<file path="src/sv/srd_pkg.sv">
// shared types, constants and the fill-emit helper of the snapshot stream decoder
// no dependencies; compiled first
package srd_pkg;

  // file format constants
  localparam logic [7:0]  EscByte   = 8'hED;
  localparam logic [7:0]  CompBit   = 8'h20;
  localparam logic [15:0] HdrLen    = 16'd30;
  localparam logic [15:0] RawMark   = 16'hFFFF;
  localparam logic [15:0] RawLen    = 16'h4000;
  localparam logic [15:0] OldBase   = 16'h4000;
  localparam logic [15:0] Page4Base = 16'h8000;
  localparam logic [15:0] Page5Base = 16'hC000;
  localparam logic [15:0] Page8Base = 16'h4000;
  localparam logic [7:0]  PageFour  = 8'd4;
  localparam logic [7:0]  PageFive  = 8'd5;
  localparam logic [7:0]  PageEight = 8'd8;

  // result queue depth (power of two, at least 2; 4 or more for full rate)
  localparam int FifoDepth = 4;

  typedef struct packed {
    logic [15:0] write_addr;
    logic [7:0]  fill_value;
    logic [7:0]  repeat_count;
    logic        last_of_item;
  } res_t;

  // fills collected while one byte is decoded
  typedef struct packed {
    logic [1:0]       n;
    logic [15:0]      addr;
    res_t [1:0]       res;
  } emit_acc_t;

  // append one fill unless the count is zero; advances the running address
  function automatic emit_acc_t srd_emit(emit_acc_t acc, logic [7:0] value,
                                         logic [7:0] count);
    emit_acc_t r;
    r = acc;
    if (count != 8'd0 && acc.n < 2'd2) begin
      r.res[acc.n[0]] = '{write_addr: acc.addr, fill_value: value,
                          repeat_count: count, last_of_item: 1'b0};
      r.addr = acc.addr + {8'd0, count};
      r.n    = acc.n + 2'd1;
    end
    return r;
  endfunction

endpackage

</file>
<file path="src/sv/srd_if.sv">
// valid/ready channel interfaces for the snapshot stream decoder
// input beat carries one file byte, output beat carries one fill command
interface srd_in_if;
  logic       valid;
  logic       ready;
  logic [7:0] data_byte;
  logic       final_byte;

  modport source (output valid, output data_byte, output final_byte, input ready);
  modport sink   (input valid, input data_byte, input final_byte, output ready);
endinterface

interface srd_out_if;
  logic        valid;
  logic        ready;
  logic [15:0] write_addr;
  logic [7:0]  fill_value;
  logic [7:0]  repeat_count;
  logic        last_of_item;

  modport source (output valid, output write_addr, output fill_value,
                  output repeat_count, output last_of_item, input ready);
  modport sink   (input valid, input write_addr, input fill_value,
                  input repeat_count, input last_of_item, output ready);
endinterface

</file>
<file path="src/sv/srd_parser.sv">
// file parser: header skip, block headers and escape decoding, one byte per step
// depends on srd_pkg
module srd_parser import srd_pkg::*; (
  input  logic             clk_i,
  input  logic             rst_ni,
  input  logic             step_i,
  input  logic [7:0]       data_byte_i,
  input  logic             final_byte_i,
  output res_t [1:0]       res_o,
  output logic [1:0]       res_cnt_o
);

  localparam logic [2:0] PhHeader   = 3'd0;
  localparam logic [2:0] PhExtLen   = 3'd1;
  localparam logic [2:0] PhExtSkip  = 3'd2;
  localparam logic [2:0] PhBlkHdr   = 3'd3;
  localparam logic [2:0] PhBlkData  = 3'd4;
  localparam logic [2:0] PhOldData  = 3'd5;

  // escape progress; also the byte index in length and block headers
  localparam logic [1:0] EscIdle  = 2'd0;
  localparam logic [1:0] EscOne   = 2'd1;
  localparam logic [1:0] EscTwo   = 2'd2;
  localparam logic [1:0] EscCount = 2'd3;

  logic [2:0]  phase_q, phase_d;
  logic [15:0] cnt_q, cnt_d;
  logic        newfmt_q, newfmt_d;
  logic        comp_q, comp_d;
  logic [15:0] addr_q, addr_d;
  logic [1:0]  esc_q, esc_d;
  logic [7:0]  pend_q, pend_d;
  logic [7:0]  lowb_q, lowb_d;

  emit_acc_t   acc;
  logic [15:0] len;
  logic        cut;

  always_comb begin
    phase_d  = phase_q;
    cnt_d    = cnt_q;
    newfmt_d = newfmt_q;
    comp_d   = comp_q;
    esc_d    = esc_q;
    pend_d   = pend_q;
    lowb_d   = lowb_q;
    acc      = '{n: 2'd0, addr: addr_q, res: '0};
    len      = {data_byte_i, lowb_q};
    cut      = 1'b0;

    // body byte decode, raw or escaped
    if (step_i && (phase_q == PhBlkData || phase_q == PhOldData)) begin
      if (!comp_q) begin
        acc = srd_emit(acc, data_byte_i, 8'd1);
      end else begin
        unique case (esc_q)
          EscIdle: begin
            if (data_byte_i != EscByte) acc = srd_emit(acc, data_byte_i, 8'd1);
            else esc_d = EscOne;
          end
          EscOne: begin
            if (data_byte_i != EscByte) begin
              acc   = srd_emit(acc, EscByte, 8'd1);
              acc   = srd_emit(acc, data_byte_i, 8'd1);
              esc_d = EscIdle;
            end else begin
              esc_d = EscTwo;
            end
          end
          EscTwo: begin
            pend_d = data_byte_i;
            esc_d  = EscCount;
          end
          default: begin
            acc    = srd_emit(acc, data_byte_i, pend_q);
            pend_d = 8'd0;
            esc_d  = EscIdle;
          end
        endcase
      end
    end

    if (step_i) begin
      unique case (phase_q)
        PhHeader: begin
          if (cnt_q == 16'd6)  lowb_d   = data_byte_i;
          if (cnt_q == 16'd7)  newfmt_d = ((lowb_q | data_byte_i) == 8'd0);
          if (cnt_q == 16'd12) comp_d   = ((data_byte_i & CompBit) != 8'd0);
          cnt_d = cnt_q + 16'd1;
          if (cnt_d >= HdrLen) begin
            cnt_d    = 16'd0;
            esc_d    = EscIdle;
            pend_d   = 8'd0;
            acc.addr = OldBase;
            phase_d  = newfmt_d ? PhExtLen : PhOldData;
          end
        end
        PhExtLen: begin
          if (esc_q == EscIdle) begin
            lowb_d = data_byte_i;
            esc_d  = EscOne;
          end else begin
            esc_d   = EscIdle;
            cnt_d   = len;
            phase_d = (len != 16'd0) ? PhExtSkip : PhBlkHdr;
          end
        end
        PhExtSkip: begin
          cnt_d = cnt_q - 16'd1;
          if (cnt_d == 16'd0) phase_d = PhBlkHdr;
        end
        PhBlkHdr: begin
          if (esc_q == EscIdle) begin
            lowb_d = data_byte_i;
            esc_d  = EscOne;
          end else if (esc_q == EscOne) begin
            if (len == RawMark) begin
              cnt_d  = RawLen;
              comp_d = 1'b0;
            end else begin
              cnt_d  = len;
              comp_d = 1'b1;
            end
            esc_d = EscTwo;
          end else begin
            if (data_byte_i == PageFour)       acc.addr = Page4Base;
            else if (data_byte_i == PageFive)  acc.addr = Page5Base;
            else if (data_byte_i == PageEight) acc.addr = Page8Base;
            else                               acc.addr = 16'd0;
            esc_d  = EscIdle;
            pend_d = 8'd0;
            if (cnt_q != 16'd0) phase_d = PhBlkData;
          end
        end
        PhBlkData: begin
          cnt_d = cnt_q - 16'd1;
          if (cnt_d == 16'd0) begin
            cut     = 1'b1;
            phase_d = PhBlkHdr;
          end
        end
        PhOldData: begin
          phase_d = PhOldData;
        end
        default: begin
          phase_d  = PhHeader;
          cnt_d    = 16'd0;
          newfmt_d = 1'b0;
          comp_d   = 1'b0;
          acc.addr = OldBase;
          esc_d    = EscIdle;
          pend_d   = 8'd0;
          lowb_d   = 8'd0;
        end
      endcase

      if (final_byte_i && (phase_d == PhBlkData || phase_d == PhOldData)) cut = 1'b1;

      // escape cut at block or file end: a lone escape byte becomes a literal
      if (cut) begin
        if (comp_d && esc_d == EscOne) acc = srd_emit(acc, EscByte, 8'd1);
        esc_d  = EscIdle;
        pend_d = 8'd0;
      end
    end

    addr_d = acc.addr;

    if (step_i && final_byte_i) begin
      phase_d  = PhHeader;
      cnt_d    = 16'd0;
      newfmt_d = 1'b0;
      comp_d   = 1'b0;
      addr_d   = OldBase;
      esc_d    = EscIdle;
      pend_d   = 8'd0;
      lowb_d   = 8'd0;
    end

    res_o     = acc.res;
    res_cnt_o = acc.n;
    if (acc.n == 2'd1) res_o[0].last_of_item = 1'b1;
    if (acc.n == 2'd2) res_o[1].last_of_item = 1'b1;
  end

  always_ff @(posedge clk_i or negedge rst_ni) begin
    if (!rst_ni) begin
      phase_q  <= PhHeader;
      cnt_q    <= 16'd0;
      newfmt_q <= 1'b0;
      comp_q   <= 1'b0;
      addr_q   <= OldBase;
      esc_q    <= EscIdle;
      pend_q   <= 8'd0;
      lowb_q   <= 8'd0;
    end else begin
      phase_q  <= phase_d;
      cnt_q    <= cnt_d;
      newfmt_q <= newfmt_d;
      comp_q   <= comp_d;
      addr_q   <= addr_d;
      esc_q    <= esc_d;
      pend_q   <= pend_d;
      lowb_q   <= lowb_d;
    end
  end

  assert property (@(posedge clk_i) disable iff (!rst_ni)
    step_i && final_byte_i |=> phase_q == PhHeader && addr_q == OldBase && esc_q == EscIdle)
    else $error("parser not back at header start after final byte");

  assert property (@(posedge clk_i) disable iff (!rst_ni)
    res_cnt_o != 2'd0 |-> step_i)
    else $error("fill produced without a decode step");

endmodule

</file>
<file path="src/sv/srd_result_fifo.sv">
// small result queue: takes up to two fills per cycle, hands out one per beat
// depends on srd_pkg
module srd_result_fifo import srd_pkg::*; #(
  parameter int DEPTH = FifoDepth
) (
  input  logic       clk_i,
  input  logic       rst_ni,
  input  logic [1:0] push_cnt_i,
  input  res_t [1:0] push_data_i,
  output logic       room_o,
  output logic       valid_o,
  output res_t       head_o,
  input  logic       pop_i
);

  localparam int PtrW = (DEPTH > 1) ? $clog2(DEPTH) : 1;
  localparam int CntW = $clog2(DEPTH + 1);

  res_t            mem_q [DEPTH];
  logic [PtrW-1:0] wr_ptr_q, wr_ptr_d;
  logic [PtrW-1:0] rd_ptr_q, rd_ptr_d;
  logic [CntW-1:0] count_q, count_d;
  logic [PtrW-1:0] wr_ptr_nx;
  logic            pop;

  assign pop       = pop_i && (count_q != '0);
  assign wr_ptr_nx = wr_ptr_q + PtrW'(1);
  assign room_o    = (count_q <= CntW'(DEPTH - 2));
  assign valid_o   = (count_q != '0);
  assign head_o    = mem_q[rd_ptr_q];

  always_comb begin
    wr_ptr_d = wr_ptr_q + PtrW'(push_cnt_i);
    rd_ptr_d = rd_ptr_q + PtrW'(pop);
    count_d  = count_q + CntW'(push_cnt_i) - CntW'(pop);
  end

  always_ff @(posedge clk_i) begin
    if (push_cnt_i != 2'd0) mem_q[wr_ptr_q]  <= push_data_i[0];
    if (push_cnt_i == 2'd2) mem_q[wr_ptr_nx] <= push_data_i[1];
  end

  always_ff @(posedge clk_i or negedge rst_ni) begin
    if (!rst_ni) begin
      wr_ptr_q <= '0;
      rd_ptr_q <= '0;
      count_q  <= '0;
    end else begin
      wr_ptr_q <= wr_ptr_d;
      rd_ptr_q <= rd_ptr_d;
      count_q  <= count_d;
    end
  end

  assert property (@(posedge clk_i) disable iff (!rst_ni)
    push_cnt_i != 2'd0 |-> room_o)
    else $error("push into queue without room for two fills");

  assert property (@(posedge clk_i) disable iff (!rst_ni)
    count_q <= CntW'(DEPTH))
    else $error("queue occupancy above depth");

endmodule

</file>
<file path="src/sv/snapshot_rle_stream_decoder_top.sv">
// snapshot stream decoder: file bytes in, memory fill commands out
// an accepted byte waits in the input register; the parser decodes it and its fills are queued
// throughput: one byte per cycle while the queue has room and each byte gives at
//   most one fill; a two-fill byte takes two output beats, the queue absorbs this
// reset: asynchronous active low; parser returns to the header start, queue empties
// depends on srd_pkg, srd_if, srd_parser, srd_result_fifo
module snapshot_rle_stream_decoder_top import srd_pkg::*; #(
  parameter int FIFO_DEPTH = FifoDepth
) (
  input  logic        clk_i,
  input  logic        rst_ni,
  srd_in_if.sink      in_i,
  srd_out_if.source   out_o
);

  // input register: one file byte waiting for the parser
  logic       in_vld_q, in_vld_d;
  logic [7:0] in_byte_q;
  logic       in_fin_q;

  logic       in_take;
  logic       advance;

  // parser results for the byte in the input register
  res_t [1:0] res;
  logic [1:0] res_cnt;

  // queue side
  logic       room;
  logic       head_vld;
  res_t       head;

  // a byte moves into the parser only if the queue can take both possible fills
  assign advance   = in_vld_q && room;
  assign in_i.ready = !in_vld_q || advance;
  assign in_take   = in_i.valid && in_i.ready;

  always_comb begin
    in_vld_d = in_vld_q;
    if (in_take)      in_vld_d = 1'b1;
    else if (advance) in_vld_d = 1'b0;
  end

  always_ff @(posedge clk_i or negedge rst_ni) begin
    if (!rst_ni) begin
      in_vld_q <= 1'b0;
    end else begin
      in_vld_q <= in_vld_d;
    end
  end

  // payload needs no reset
  always_ff @(posedge clk_i) begin
    if (in_take) begin
      in_byte_q <= in_i.data_byte;
      in_fin_q  <= in_i.final_byte;
    end
  end

  // header skip, block headers and escape decode; state steps once per byte
  srd_parser u_parser (
    .clk_i        (clk_i),
    .rst_ni       (rst_ni),
    .step_i       (advance),
    .data_byte_i  (in_byte_q),
    .final_byte_i (in_fin_q),
    .res_o        (res),
    .res_cnt_o    (res_cnt)
  );

  // fills wait here until the sink takes them, one per beat
  srd_result_fifo #(
    .DEPTH (FIFO_DEPTH)
  ) u_fifo (
    .clk_i       (clk_i),
    .rst_ni      (rst_ni),
    .push_cnt_i  (res_cnt),
    .push_data_i (res),
    .room_o      (room),
    .valid_o     (head_vld),
    .head_o      (head),
    .pop_i       (out_o.ready)
  );

  assign out_o.valid        = head_vld;
  assign out_o.write_addr   = head.write_addr;
  assign out_o.fill_value   = head.fill_value;
  assign out_o.repeat_count = head.repeat_count;
  assign out_o.last_of_item = head.last_of_item;

  // a byte held back by a full queue stays in the input register unchanged
  assert property (@(posedge clk_i) disable iff (!rst_ni)
    in_vld_q && !advance |=> in_vld_q && $stable(in_byte_q) && $stable(in_fin_q))
    else $error("stalled input byte lost or changed");

  // no fill leaves the block with a zero repeat count
  assert property (@(posedge clk_i) disable iff (!rst_ni)
    out_o.valid |-> out_o.repeat_count != 8'd0)
    else $error("fill with zero repeat count");

endmodule

</file>
<file path="src/flat_wrapper.sv">
// flat-port wrapper written by rule: the top's interface ports become plain ports
module snapshot_rle_stream_decoder_top_flat import srd_pkg::*;
#(
  parameter int FIFO_DEPTH = FifoDepth
)
  (clk_i, rst_ni, in_i_valid, in_i_data_byte, in_i_final_byte, in_i_ready, out_o_valid, out_o_write_addr, out_o_fill_value, out_o_repeat_count, out_o_last_of_item, out_o_ready);
  srd_in_if in_i_i ();
  srd_out_if out_o_i ();
  input  logic clk_i;
  input  logic rst_ni;
  input wire logic [$bits(in_i_i.valid)-1:0] in_i_valid;
  input wire logic [$bits(in_i_i.data_byte)-1:0] in_i_data_byte;
  input wire logic [$bits(in_i_i.final_byte)-1:0] in_i_final_byte;
  output wire logic [$bits(in_i_i.ready)-1:0] in_i_ready;
  output wire logic [$bits(out_o_i.valid)-1:0] out_o_valid;
  output wire logic [$bits(out_o_i.write_addr)-1:0] out_o_write_addr;
  output wire logic [$bits(out_o_i.fill_value)-1:0] out_o_fill_value;
  output wire logic [$bits(out_o_i.repeat_count)-1:0] out_o_repeat_count;
  output wire logic [$bits(out_o_i.last_of_item)-1:0] out_o_last_of_item;
  input wire logic [$bits(out_o_i.ready)-1:0] out_o_ready;
  assign in_i_i.valid = in_i_valid;
  assign in_i_i.data_byte = in_i_data_byte;
  assign in_i_i.final_byte = in_i_final_byte;
  assign in_i_ready = in_i_i.ready;
  assign out_o_valid = out_o_i.valid;
  assign out_o_write_addr = out_o_i.write_addr;
  assign out_o_fill_value = out_o_i.fill_value;
  assign out_o_repeat_count = out_o_i.repeat_count;
  assign out_o_last_of_item = out_o_i.last_of_item;
  assign out_o_i.ready = out_o_ready;
  snapshot_rle_stream_decoder_top #(.FIFO_DEPTH(FIFO_DEPTH)) u_core (.clk_i(clk_i), .rst_ni(rst_ni), .in_i(in_i_i), .out_o(out_o_i));
endmodule
</file>
<file path="config.mk">
export PLATFORM = sky130hd
export DESIGN_NAME = snapshot_rle_stream_decoder_top_flat
export DESIGN_NICKNAME = d
export VERILOG_FILES = /design/src/sv/srd_pkg.sv /design/src/sv/srd_if.sv /design/src/sv/srd_parser.sv /design/src/sv/srd_result_fifo.sv /design/src/sv/snapshot_rle_stream_decoder_top.sv /design/src/flat_wrapper.sv
export SDC_FILE = /design/constraint.sdc
export NUM_CORES = 1
export LEC_CHECK = 0
export BUFFER_PORTS_ARGS = -buffer_cell sky130_fd_sc_hd__buf_4
export CORE_MARGIN = 10
export CORE_UTILIZATION = 45
export DETAILED_ROUTE_END_ITERATION = 8
export MAX_ROUTING_LAYER = met4
export SLEW_MARGIN = 0
export SYNTH_ARGS = -nofsm -noshare
export SYNTH_HDL_FRONTEND = slang
export SYNTH_HIERARCHICAL = 1
export SYNTH_SLANG_ARGS = --single-unit
</file>
<file path="constraint.sdc">
create_clock -name clk_i -period 7 [get_ports clk_i]
set_clock_uncertainty 0.2 [all_clocks]
set_input_delay 0.35 -clock clk_i [delete_from_list [all_inputs] [get_ports clk_i]]
set_output_delay 0.35 -clock clk_i [all_outputs]
set_load 0.03 [all_outputs]
</file>
# Word level (Yosys, flattened, before mapping)
# Memory sizes are Yosys's and may differ from the RTL's.
# Cells that the tools add are included.
classes:
  multipliers: 0
  div_mod_pow: 0
  addsub: 13
  mux: 110
  n_reduce_logical: 33
  n_shift: 0
  magnitude_cmp: 8
  n_eq_ne: 28
  bitwise_logic: 1
op_table:
  columns: ["op", "count"]
  rows:
  - ["2-to-1 mux 84 bit", 8]
  - ["case mux 84 bit (3 select lines)", 1]
  - ["2-to-1 mux 33 bit", 7]
  - ["2-to-1 mux 16 bit", 14]
  - ["bitwise mux 66 bit", 2]
  - ["2-to-1 mux 8 bit", 12]
  - ["2-to-1 mux 83 bit", 1]
  - ["case mux 16 bit (5 select lines)", 1]
  - ["2-to-1 mux 18 bit", 4]
  - ["demux 33 bit (select 1 bit)", 2]
  - ["adder 16 x 1 -> 16 bit (second input constant)", 4]
  - ["case mux 16 bit (3 select lines)", 1]
  - ["case mux 8 bit (3 select lines)", 2]
  - ["equality test 16 x 3 -> 1 bit (second input constant)", 2]
  - ["nonzero test 16 bit", 2]
  - ["2-to-1 mux 3 bit", 10]
  - ["2-to-1 mux 1 bit", 26]
  - ["2-to-1 mux 2 bit", 11]
  - ["2-to-1 mux 17 bit", 1]
  - ["adder 16 x 8 -> 16 bit", 1]
  - ["equality test 16 bit (second input constant)", 1]
  - ["equality test 16 x 4 -> 1 bit (second input constant)", 1]
  - ["equality test 8 x 3 -> 1 bit (second input constant)", 2]
  - [">= comparator 16 x 5 -> 1 bit (second input constant)", 1]
  - ["other kinds (45)", 76]
word_totals:
  register_bits: 72
  input_bits: 13
  latch_bits: 0
  mem_bits_ro: 0
  mem_bits_rw: 132
  wordCells: 208
  memories: 1
memory_table:
  columns: ["name", "words", "width", "rd", "rd_ports_with_merged_regs", "write_ports", "line", "text"]
  rows:
  - ["u_core.u_fifo.mem_q", 4, 33, 1, 0, 2, "srd_result_fifo.sv:19", "res_t mem_q [DEPTH];"]

# Depth between registers and ports, before layout
# Gate-level depths: netlist (run 1).
depth:
  word_depth: 27
  ltp_mapped: 19

# Modules after synthesis
# Netlist (run 1), hierarchy kept.
modules_own_cells:
  columns: ["module", "seq_area_each_um2", "area_per_inst_um2", "instances", "cells_per_inst"]
  rows:
  - ["srd_parser", 1377.6, 7285.7, 1, 1047]
  - ["srd_result_fifo", 4139.0, 6835.3, 1, 361]
  - ["snapshot_rle_stream_decoder_top", 295.3, 330.3, 1, 14]

# Worst setup path after synthesis (run 1)
# No wires, ideal clock.
synth_timing:
  path_kind: "reg2reg"
  startpoint: "register u_core.u_parser.cnt_q[0]"
  endpoint: "memory u_core/u_fifo/mem_q[0][0] (netlist bit) (enable)"
  setup_time_ps: 469
  path_buffers: 1
  t_arrival_ps: 5396
  stages_incl_launch_ff: 15
  required_ps: 6331
  synth_period_minus_slack_ps: 6065
  path_slack_ps: 935
  cell_sequence: "dfrtp_1 > clkbuf_1 > inv_1 > ha_1 > o21ai_0 > a2111oi_0 > a211oi_1 > nand4_1 > o31a_1 > a211oi_4 > nor2b_1 > o21ai_0 > inv_1 > o21bai_1 > o21ai_0"
synth_lines:
  columns: ["element", "line", "text"]
  rows:
  - ["from (decl)", "srd_parser.sv:27", "logic [15:0] cnt_q, cnt_d;"]
  - ["from (signal assigned)", "srd_parser.sv:198", "cnt_q <= cnt_d;"]
  - ["to (decl)", "srd_result_fifo.sv:19", null]

==> flow_summary.ini, run 1 <==
[clocking]
clkSlewWorstSetupHoldPaths_ns = 0.06
cts_buffers = 24
cts_buffer_depth = 3
cts_resized = 0
insertion_delay_ns = 0.52
cts.sinks = 204
cts-root-buf = clkbuf_16
cts_tree = built
htreeDepth = 1

[place]
io_buffers = 47
placed_area_sq_um = 15000
gp_congestion = 1.06
dp_slack_ns = 1.29
hpwl_mm = 30.9
numPlacedInstances = 1784

[sta]
setup_ws_ns = 1.34
finalSetupViolations = 0
setup_tns_ns = 0
finalCriticalPeriod_ns = 5.66
tightest_slew_ns = 1.31
period_share_pct = 80.9
grt_setup_unrepaired = false
whs_ns = 0.274
finalHoldViolations = 0
timing.fmax_mhz = 177
slew_headroom_pct = 12.8
final_max_slew_viol_count = 0

[worst_setup_path]
rr_endpoint = u_core/u_fifo/mem_q[0][12]
worstSetupPathType = flop to flop
rr_startpoint = u_core/u_fifo/count_q[0]
max_stage_delay_ns = 0.67
cp.buffers_inverters = 5
cp_max_fo = 33
end_kind = flop
reg2reg_slack_ns = 1.34
cp_common_cell = buf_4
critPathArrivalTime_ns = 5.67
r2r_cells = 14
crit_path_cell_trace = a21oi_1 -> and2_1 -> buf_4 -> nand4b_1 -> buf_4 -> nor3_1 -> inv_1 -> ha_1 -> nor2b_1 -> o21ai_0 -> inv_1 -> nand4b_2 -> o21ai_4 -> buf_4
worstPathRequired_ns = 7.01
cpLargestDelayFamily = simple AND/OR/NAND/NOR gates
crit_path_start_kind = flop
crit_slowest_cell = nand4b_2

[route]
dr.pass1.iters = 6
top_layer = met4
viasPerCell = 6.46
drc = 0
vias = 11892
drtIter0Drc = 1294
wl_met3_mm = 3.75
routed_wl_mm = 44.9
wl_met1_mm = 19.6
route.met2.wl_mm = 20.6
wl_per_cell_microns = 24.4
antenna_left = 0

[power]
powerDensity_nw_per_um2 = 237
ir_worst_vdd_mv = 0.193
p_total_mw = 3.77
p_leak_nw = 5.94

[synthesis]
synthTopCellsByArea = edfxtp_1 (29%), dfrtp_1 (11%), mux2_2 (11%)
ys_seq_area_share_pct = 40.2
syn-instance-count = 1422
yosysUniqueCellTypes = 102
postSynthAreaPerCell_sq_um = 10.2
synth.yosys.warnings = 6
async_reset_ff_share_pct = 30.9
synth_edf_count = 141
ys_seq_elements = 204
ys.flop_type = edfxtp_1
synthMostInstantiatedCell = edfxtp_1
netlist.area_leader.share_pct = 29.3
synthTopCellsByCount = edfxtp_1 (141), mux2_2 (136), nor2_1 (118)
synth_largest_area_cell = edfxtp_1
netlist_area_sq_um = 14500

[finish]
final_cells = 1840
area_delta_synth_final_pct = 10.0
finish.instance_area_sq_um = 15900
fin_util_pct = 50.3
layout-drive-gt1-share_pct = 22.1
insertedDiodeCount = 0
nets = 1458

[min_path]
hold_depth = 1
hp-class = flop to flop
hold_path_end = u_core/u_fifo/rd_ptr_q[1]
worstHoldStart = u_core/u_fifo/rd_ptr_q[1]

[outcome]
outcome = complete, no violations

[floorplanning]
dieWidth_microns = 199
die_h_microns = 199
row_count = 65
die_area_sq_um = 39700
start_util_pct = 45.7
ios = 48
coreArea_sq_um = 31600

[grt]
gr-total-overflow = 0
grt_pass1_vias = 11667
grt_max_degree = 64
grt_pass1_wl_mm = 70.2
antenna_found_initial = 0
grt_use_total_pct = 23.1

[flow_run]
drv_cap = 0
## flip-flops by register name (all words and copies together) (netlist names), 3 cells and up
signal and flops:
u_core/u_fifo/mem_q 132, u_core/u_parser/addr_q 16, u_core/u_parser/cnt_q 16, u_core/in_byte_q 8
u_core/u_parser/lowb_q 8, u_core/u_parser/pend_q 8, u_core/u_fifo/count_q 3, u_core/u_parser/phase_q 3
## metal layers
metal,global-route usage [%],vias to the layer above
met4,5.37,0
met3,3.80,74
li1,-,5414
met5,-,-
met1,31.4,5869
met2,35.4,535
## report_power, final
group	total (mW)	switching (mW)	internal (mW)
clock network	1.29	0.498	0.795
logic	1.04	0.648	0.392
registers	1.44	0.110	1.33
## worst max-delay path by stage
stage | startpoint | to | slack (ns) | depth (start not counted)
2_1_floorplan | u_core/u_parser/cnt_q[0] | u_core/u_fifo/mem_q[0][0] | 0.94 | 14
3_3_place_gp | u_core/u_fifo/count_q[0] | u_core/u_fifo/mem_q[0][8] | 1.35 | 14
3_5_place_dp | u_core/u_fifo/count_q[0] | u_core/u_fifo/mem_q[0][8] | 1.29 | 14
4_1_cts | u_core/u_fifo/count_q[0] | u_core/u_fifo/mem_q[0][6] | 1.26 | 14
5_1_grt | u_core/u_fifo/count_q[0] | u_core/u_fifo/mem_q[0][12] | 0.97 | 14
6_report | u_core/u_fifo/count_q[0] | u_core/u_fifo/mem_q[0][12] | 1.34 | 14
## placed cells by master (no fill, tap or decap), types with 9 or more instances in the layout
master	n
a22oi_1	21
and2_1	22
or2_2	9
clkbuf_16	25
nand3_1	30
xnor2_1	25
inv_1	33
and3_1	17
ha_1	23
mux2_2	136
a31oi_1	19
nor2_1	116
nor3_1	42
a211oi_1	10
xor2_1	13
o22ai_1	18
or4_1	11
mux2i_1	13
nand2_1	104
and4_1	12
a22o_1	10
a21oi_1	67
nand4_1	24
o21ai_0	72
o31ai_1	13
edfxtp_1	141
clkbuf_1	9
mux4_2	33
nand2b_1	16
nor4_1	26
buf_4	75
nor2b_1	9
dfrtp_1	61
dlygate4sd3_1	12
a21o_1	10
## cells by family (layout without fill, tap and decap cells)
group           count (synthesis)  after routing  share of synthesized area, %
fa+ha+maj                      25             25                          2.27
simple gates                  487            487                          18.1
other cells                     1              7                        0.0259
xor+xnor                       38             38                          2.30
compound gates                327            327                          15.2
mux                           185            185                          16.9
buf+inv                       155            165                          5.10
flops                         204            204                          40.2
## cell type report
class	count	area [sq um]
sequential	204	5810
clock inverter	7	110
timing repair buffer	87	683
clock buffer	37	701
inverter	34	128
tap	402	503
fill	2863	15700
multi-input combinational	1069	7960
## what timing repair did
action | 4_1_cts | 5_1_grt
buffers inserted | 0 | 0
hold buffers | 12 | 0
endpoints found under the hold margin | 74 | 0
Power figures use the tool's default switching activity.
==> inputs of run 2 (changes only) <==
==> constraint.sdc (replaced) <==
create_clock -name clk_i -period 5.2 [get_ports clk_i]
set_clock_uncertainty 0.2 [all_clocks]
set_input_delay 0.26 -clock clk_i [delete_from_list [all_inputs] [get_ports clk_i]]
set_output_delay 0.26 -clock clk_i [all_outputs]
set_load 0.03 [all_outputs]
==> run 2 against run 1 <==
Setup slack worse by 0.97 ns; critical path depth is the same; clock power up 23%; wire length decreased by 1.3%; worst hold slack got worse by 0.055 ns; count of clock-buffer cells in the layout decreased by 2; final cell count increased by 2.0%; die area did not move; sequential share of layout area decreased by 0.59 points; combinational power grew 38%; critical path type unchanged.
==> flow_summary.ini, run 2 (synthesized netlist as in run 1, its figures left out) <==
[clocking]
cts-root-buf = clkbuf_16
cts_buffers = 24
cts_tree = built
insertion_delay_ns = 0.53
htreeDepth = 1
clkSlewWorstSetupHoldPaths_ns = 0.06
cts_setup_buffers = 0
cts_buffer_depth = 3
cts.sinks = 204

[finish]
regMostFlops = u_core/u_fifo/mem_q
insertedDiodeCount = 0
nFillCells = 2866
final_common_cell = edfxtp_1
layout-drive-gt1-share_pct = 23.9
largest_reg_flops = 132
area_delta_synth_final_pct = 11.9
nets = 1494
multi_input_area_sq_um = 7960
final_cell_mix = edfxtp_1 (141), mux2_2 (136), nor2_1 (116), buf_4 (105), nand2_1 (104)
largest_registers = u_core/u_fifo/mem_q: 132 flops, u_core/u_parser/addr_q: 16 flops, u_core/u_parser/cnt_q: 16 flops
fin_util_pct = 51.1
regArea_sq_um = 5810

[floorplanning]
dieWidth_microns = 199
start_util_pct = 45.7
ios = 48
row_count = 65
coreArea_sq_um = 31600
die_area_sq_um = 39700
die_h_microns = 199

[worst_setup_path]
worstPathRequired_ns = 5.26
crit_path_start_kind = flop
end_kind = flop
cp_max_fo = 18
worstSetupPathType = flop to flop
critPathArrivalTime_ns = 4.89

[sta]
finalSetupViolations = 0
tightest_slew_ns = 1.33
timing.fmax_mhz = 207
grt_setup_unrepaired = false
slew_headroom_pct = 11.4
period_share_pct = 93.0
finalHoldViolations = 0
setup_tns_ns = 0
setup_ws_ns = 0.366
final_max_slew_viol_count = 0
finalCriticalPeriod_ns = 4.83

[grt]
grt_pass1_vias = 11637
grt_pass1_wl_mm = 69.5
grt_use_total_pct = 22.7
antenna_found_initial = 0
grt_max_degree = 64
gr-total-overflow = 0

[min_path]
hp-class = input port to async pin

[power]
p_leak_nw = 6.11
ir_worst_vdd_mv = 0.301
p_total_mw = 4.94
powerDensity_nw_per_um2 = 306

[route]
antenna_left = 0
drc = 0
dr.pass1.iters = 6
routed_wl_mm = 44.3
wl_per_cell_microns = 23.6
viasPerCell = 6.39
drtIter0Drc = 1340
vias = 11993

[place]
gp_congestion = 0.979
dp_slack_ns = 0.370
io_buffers = 47
hpwl_mm = 30.9

[flow_run]
drv_cap = 0

[outcome]
outcome = complete, no violations
[run 2: changes by cell type in the layout (fill, tap and decap cells not counted), moves of 2 or more]
cell,change
clkbuf_1,+2
clkinv_4,+2
clkbuf_8,-3
buf_12,+6
bufinv_16,-2
buf_4,+30
clkinv_2,+2
[run 2: repair_timing]
action / 4_1_cts / 5_1_grt
endpoints found under the setup margin: 0 / 33
endpoints found under the hold margin: 83 / 0
hold buffers: 12 / 0
gates resized for setup: 0 / 1
[run 2: critical path, cell delays in order (launching register included)]
cell,delay [ns]
dfrtp_2,0.49
ha_1,0.32
and4_1,0.27
a211o_1,0.30
a211oi_1,0.26
nand4_1,0.28
o31a_1,0.42
a211oi_4,0.40
buf_4,0.18
nor2b_1,0.11
o21ai_0,0.11
inv_1,0.31
nand4b_2,0.21
buf_4,0.30
mux2_2,0.37
[run 2: path summary, 6_finish.rpt]
| check | to | from | depth (start not counted) | slack [ns] |
|---|---|---|---|---|
| min in group clk_i | u_core/in_fin_q | in_i_final_byte | 2 | 0.24 |
| min reg2reg | u_core/in_vld_q | u_core/in_vld_q | 2 | 0.34 |
| max | u_core/u_fifo/mem_q[0][21] | u_core/u_parser/cnt_q[0] | 14 | 0.37 |
| min | u_core/u_parser/addr_q[2] | rst_ni | 2 | 0.22 |
| max reg2reg | u_core/u_fifo/mem_q[0][21] | u_core/u_parser/cnt_q[0] | 14 | 0.37 |
| max in group asynchronous | u_core/u_parser/cnt_q[0] | rst_ni | 2 | 3.93 |
[run 2: area by class of cell]
cell class	count	area share (%)
Clock buffer	35	3.97
Clock inverter	9	0.534
Inverter	34	0.790
Multi-Input combinational cell	1069	49.3
Sequential cell	204	36.0
Tap cell	402	3.11
Timing Repair Buffer	123	6.36
[run 2: stage by stage]
step	hold slack (ns)	std cells	cell area [sq um]
floorplan	-0.236	1428	14500
detailed placement	0.239	1820	15300
global route	0.238	1876	16200
finish	0.219	1876	16200
global placement	0.238	1820	15300
CTS	0.220	1876	16200
[run 2: routing by layer]
| metal | share of wire [%] | GRT usage (%) | up-vias |
|---|---|---|---|
| met4 | 1.9 | 4.52 | 0 |
| li1 | - | - | 5492 |
| met3 | 7.1 | 2.52 | 65 |
| met5 | 0 | - | - |
| met2 | 46 | 34.7 | 518 |
| met1 | 45 | 32.0 | 5918 |
[run 2: power by group]
group / switching [mW] / internal, mW
Combinational: 0.879 / 0.555
Clock: 0.678 / 0.908
Sequential: 0.135 / 1.79
==> inputs of run 3 (changes only) <==
==> constraint.sdc (replaced) <==
create_clock -name clk_i -period 5.2 [get_ports clk_i]
set_clock_uncertainty 0.2 [all_clocks]
set_input_delay 0 -clock clk_i [delete_from_list [all_inputs] [get_ports clk_i]]
set_output_delay 0 -clock clk_i [all_outputs]
set_load 0.03 [all_outputs]
==> run 3 against run 2 <==
Cell area grew 0.79%; largest cell class unchanged; via count up 0.46%; sequential power about the same; clock power barely moved; wire length increased by 0.72%; largest power group unchanged; critical path type unchanged; critical endpoint is now u_core/u_parser/addr_q[12]; maximum frequency decreased by 1.7%; highest routed layer unchanged.
==> flow_summary.ini, run 3 (synthesized netlist as in run 1, its figures left out) <==
[place]
hpwl_mm = 30.9
gp_congestion = 0.979
io_buffers = 47

[power]
p_comb_share_pct = 29.2
powerDensity_nw_per_um2 = 304
switching_share_pct = 34.3
p_switching_mw = 1.70
p_leak_nw = 6.16
power.internal_mw = 3.26
p_seq_share_pct = 38.8
ir_worst_vdd_mv = 0.311
pwr-share-clk_pct = 32.0

[floorplanning]
start_util_pct = 45.7
die_area_sq_um = 39700
dieWidth_microns = 199
die_h_microns = 199
coreArea_sq_um = 31600
row_count = 65
ios = 48

[sta]
final_max_slew_viol_count = 0
finalCriticalPeriod_ns = 4.92
tightest_slew_ns = 1.32
setup_tns_ns = 0
finalSetupViolations = 0
grt_setup_unrepaired = false
period_share_pct = 94.5
timing.fmax_mhz = 203
finalHoldViolations = 0
slew_headroom_pct = 12.0

[grt]
grt_use_total_pct = 22.8
antenna_found_initial = 0
grt_pass1_wl_mm = 69.9
grt_max_degree = 63
grt_pass1_vias = 11687
gr-total-overflow = 0

[clocking]
cts.sinks = 204
htreeDepth = 1
cts_buffers = 24
clkSlewWorstSetupHoldPaths_ns = 0.06
insertion_delay_ns = 0.54
cts_tree = built
cts-root-buf = clkbuf_16
cts_buffer_depth = 3

[worst_setup_path]
worstPathRequired_ns = 5.37
end_kind = flop
crit_path_start_kind = flop
critPathCapture = u_core/u_parser/addr_q[12]
cp_max_fo = 10
r2r_cells = 11
worstSetupPathType = flop to flop
crit_slowest_cell = nor4_1
crit_path_cell_trace = ha_1 -> nand4_1 -> o22ai_1 -> a311oi_2 -> nor3_1 -> a31oi_1 -> nor4_1 -> nand4_1 -> nor3_1 -> mux2i_1 -> o21ai_0
rr_endpoint = u_core/u_parser/addr_q[12]
startpoint = u_core/u_parser/addr_q[0]
rr_startpoint = u_core/u_parser/addr_q[0]
critPathArrivalTime_ns = 5.09
max_stage_delay_ns = 0.88
reg2reg_slack_ns = 0.28

[finish]
insertedDiodeCount = 0
nets = 1505
fin_util_pct = 51.5
regMostFlops = u_core/u_fifo/mem_q
layout-drive-gt1-share_pct = 23.8
area_delta_synth_final_pct = 12.7
final_cell_mix = edfxtp_1 (141), mux2_2 (136), nor2_1 (116), buf_4 (105), nand2_1 (104)
largest_reg_flops = 132
largest_registers = u_core/u_fifo/mem_q: 132 flops, u_core/u_parser/addr_q: 16 flops, u_core/u_parser/cnt_q: 16 flops
final_common_cell = edfxtp_1

[route]
wl_met3_mm = 3.24
viasPerCell = 6.38
wl_met1_mm = 20.1
drtIter0Drc = 1292
routed_wl_mm = 44.6
vias = 12048
route.met2.wl_mm = 20.3
antenna_left = 0
drc = 0
wl_per_cell_microns = 23.6
dr.pass1.iters = 6
top_layer = met4

[min_path]
hp-class = input port to flop
hold_depth = 3

[flow_run]
drv_cap = 0

[outcome]
outcome = complete, no violations
run 3: changes by cell type in the layout (fill, tap and decap cells not counted):
cell	delta
dlygate4sd3_1	+10
buf_16	+1
run 3: routing by layer:
layer,global-route usage [%],vias to the layer above
li1,-,5512
met1,32.0,5945
met2,35.0,519
met3,2.69,72
met4,4.52,0
met5,-,-
run 3: through the flow:
stage               worst slack, ns  cell area (sq um)  power [mW]  instances  hold slack [ns]
global route                 0.0458              16300        5.19       1887           0.0292
CTS                           0.307              16300        4.99       1887          0.00856
finish                        0.284              16300        4.96       1887           0.0283
floorplan                   0.00516              14500        2.90       1428           -0.496
global placement              0.491              15300        3.38       1820          -0.0220
detailed placement            0.370              15300        3.38       1820          -0.0205
run 3: layout make-up:
cell class | instances | area, sq um
fill | 2857 | 15300
multi-input combinational | 1069 | 7960
sequential | 204 | 5810
timing repair buffer | 134 | 1160
clock buffer | 35 | 642
tap | 402 | 503
inverter | 34 | 128
clock inverter | 9 | 86.3
run 3: timing repair:
item                       4_1_cts  5_1_grt
hold buffers                    23        0
hold endpoints to repair        86        0
buffers inserted                 0        0
resized for setup                0        1
setup endpoints to repair        0       33
run 3: worst min path at each step:
| stage | startpoint | slack, ns | endpoint |
|---|---|---|---|
| 6_report | in_i_valid | 0.03 | u_core/in_vld_q |
| 5_1_grt | in_i_valid | 0.03 | u_core/in_vld_q |
| 4_1_cts | in_i_valid | 0.009 | u_core/in_vld_q |
| 3_5_place_dp | in_i_data_byte[4] | -0.02 | u_core/in_byte_q[4] |
| 3_3_place_gp | in_i_data_byte[7] | -0.02 | u_core/in_byte_q[7] |
| 2_1_floorplan | rst_ni | -0.50 | u_core/in_vld_q |
run 3: power by group through the flow:
stage | combinational, mW | sequential, mW | clock, mW
2_1_floorplan | 1.05 | 1.85 | 0
4_1_cts | 1.45 | 1.92 | 1.62
6_report | 1.45 | 1.92 | 1.59
3_5_place_dp | 1.43 | 1.95 | 0
5_1_grt | 1.56 | 1.94 | 1.70
3_3_place_gp | 1.42 | 1.95 | 0
run 3: worst max-delay path: cells and delay by family (launching register included):
family / cells / cell delay (ns)
AO/OA/AOI/OAI: 4 / 0.74
adder cells (fa/ha/maj): 1 / 0.43
flip-flops: 1 / 0.58
multiplexers: 1 / 0.23
AND/OR/NAND/NOR: 5 / 2.58
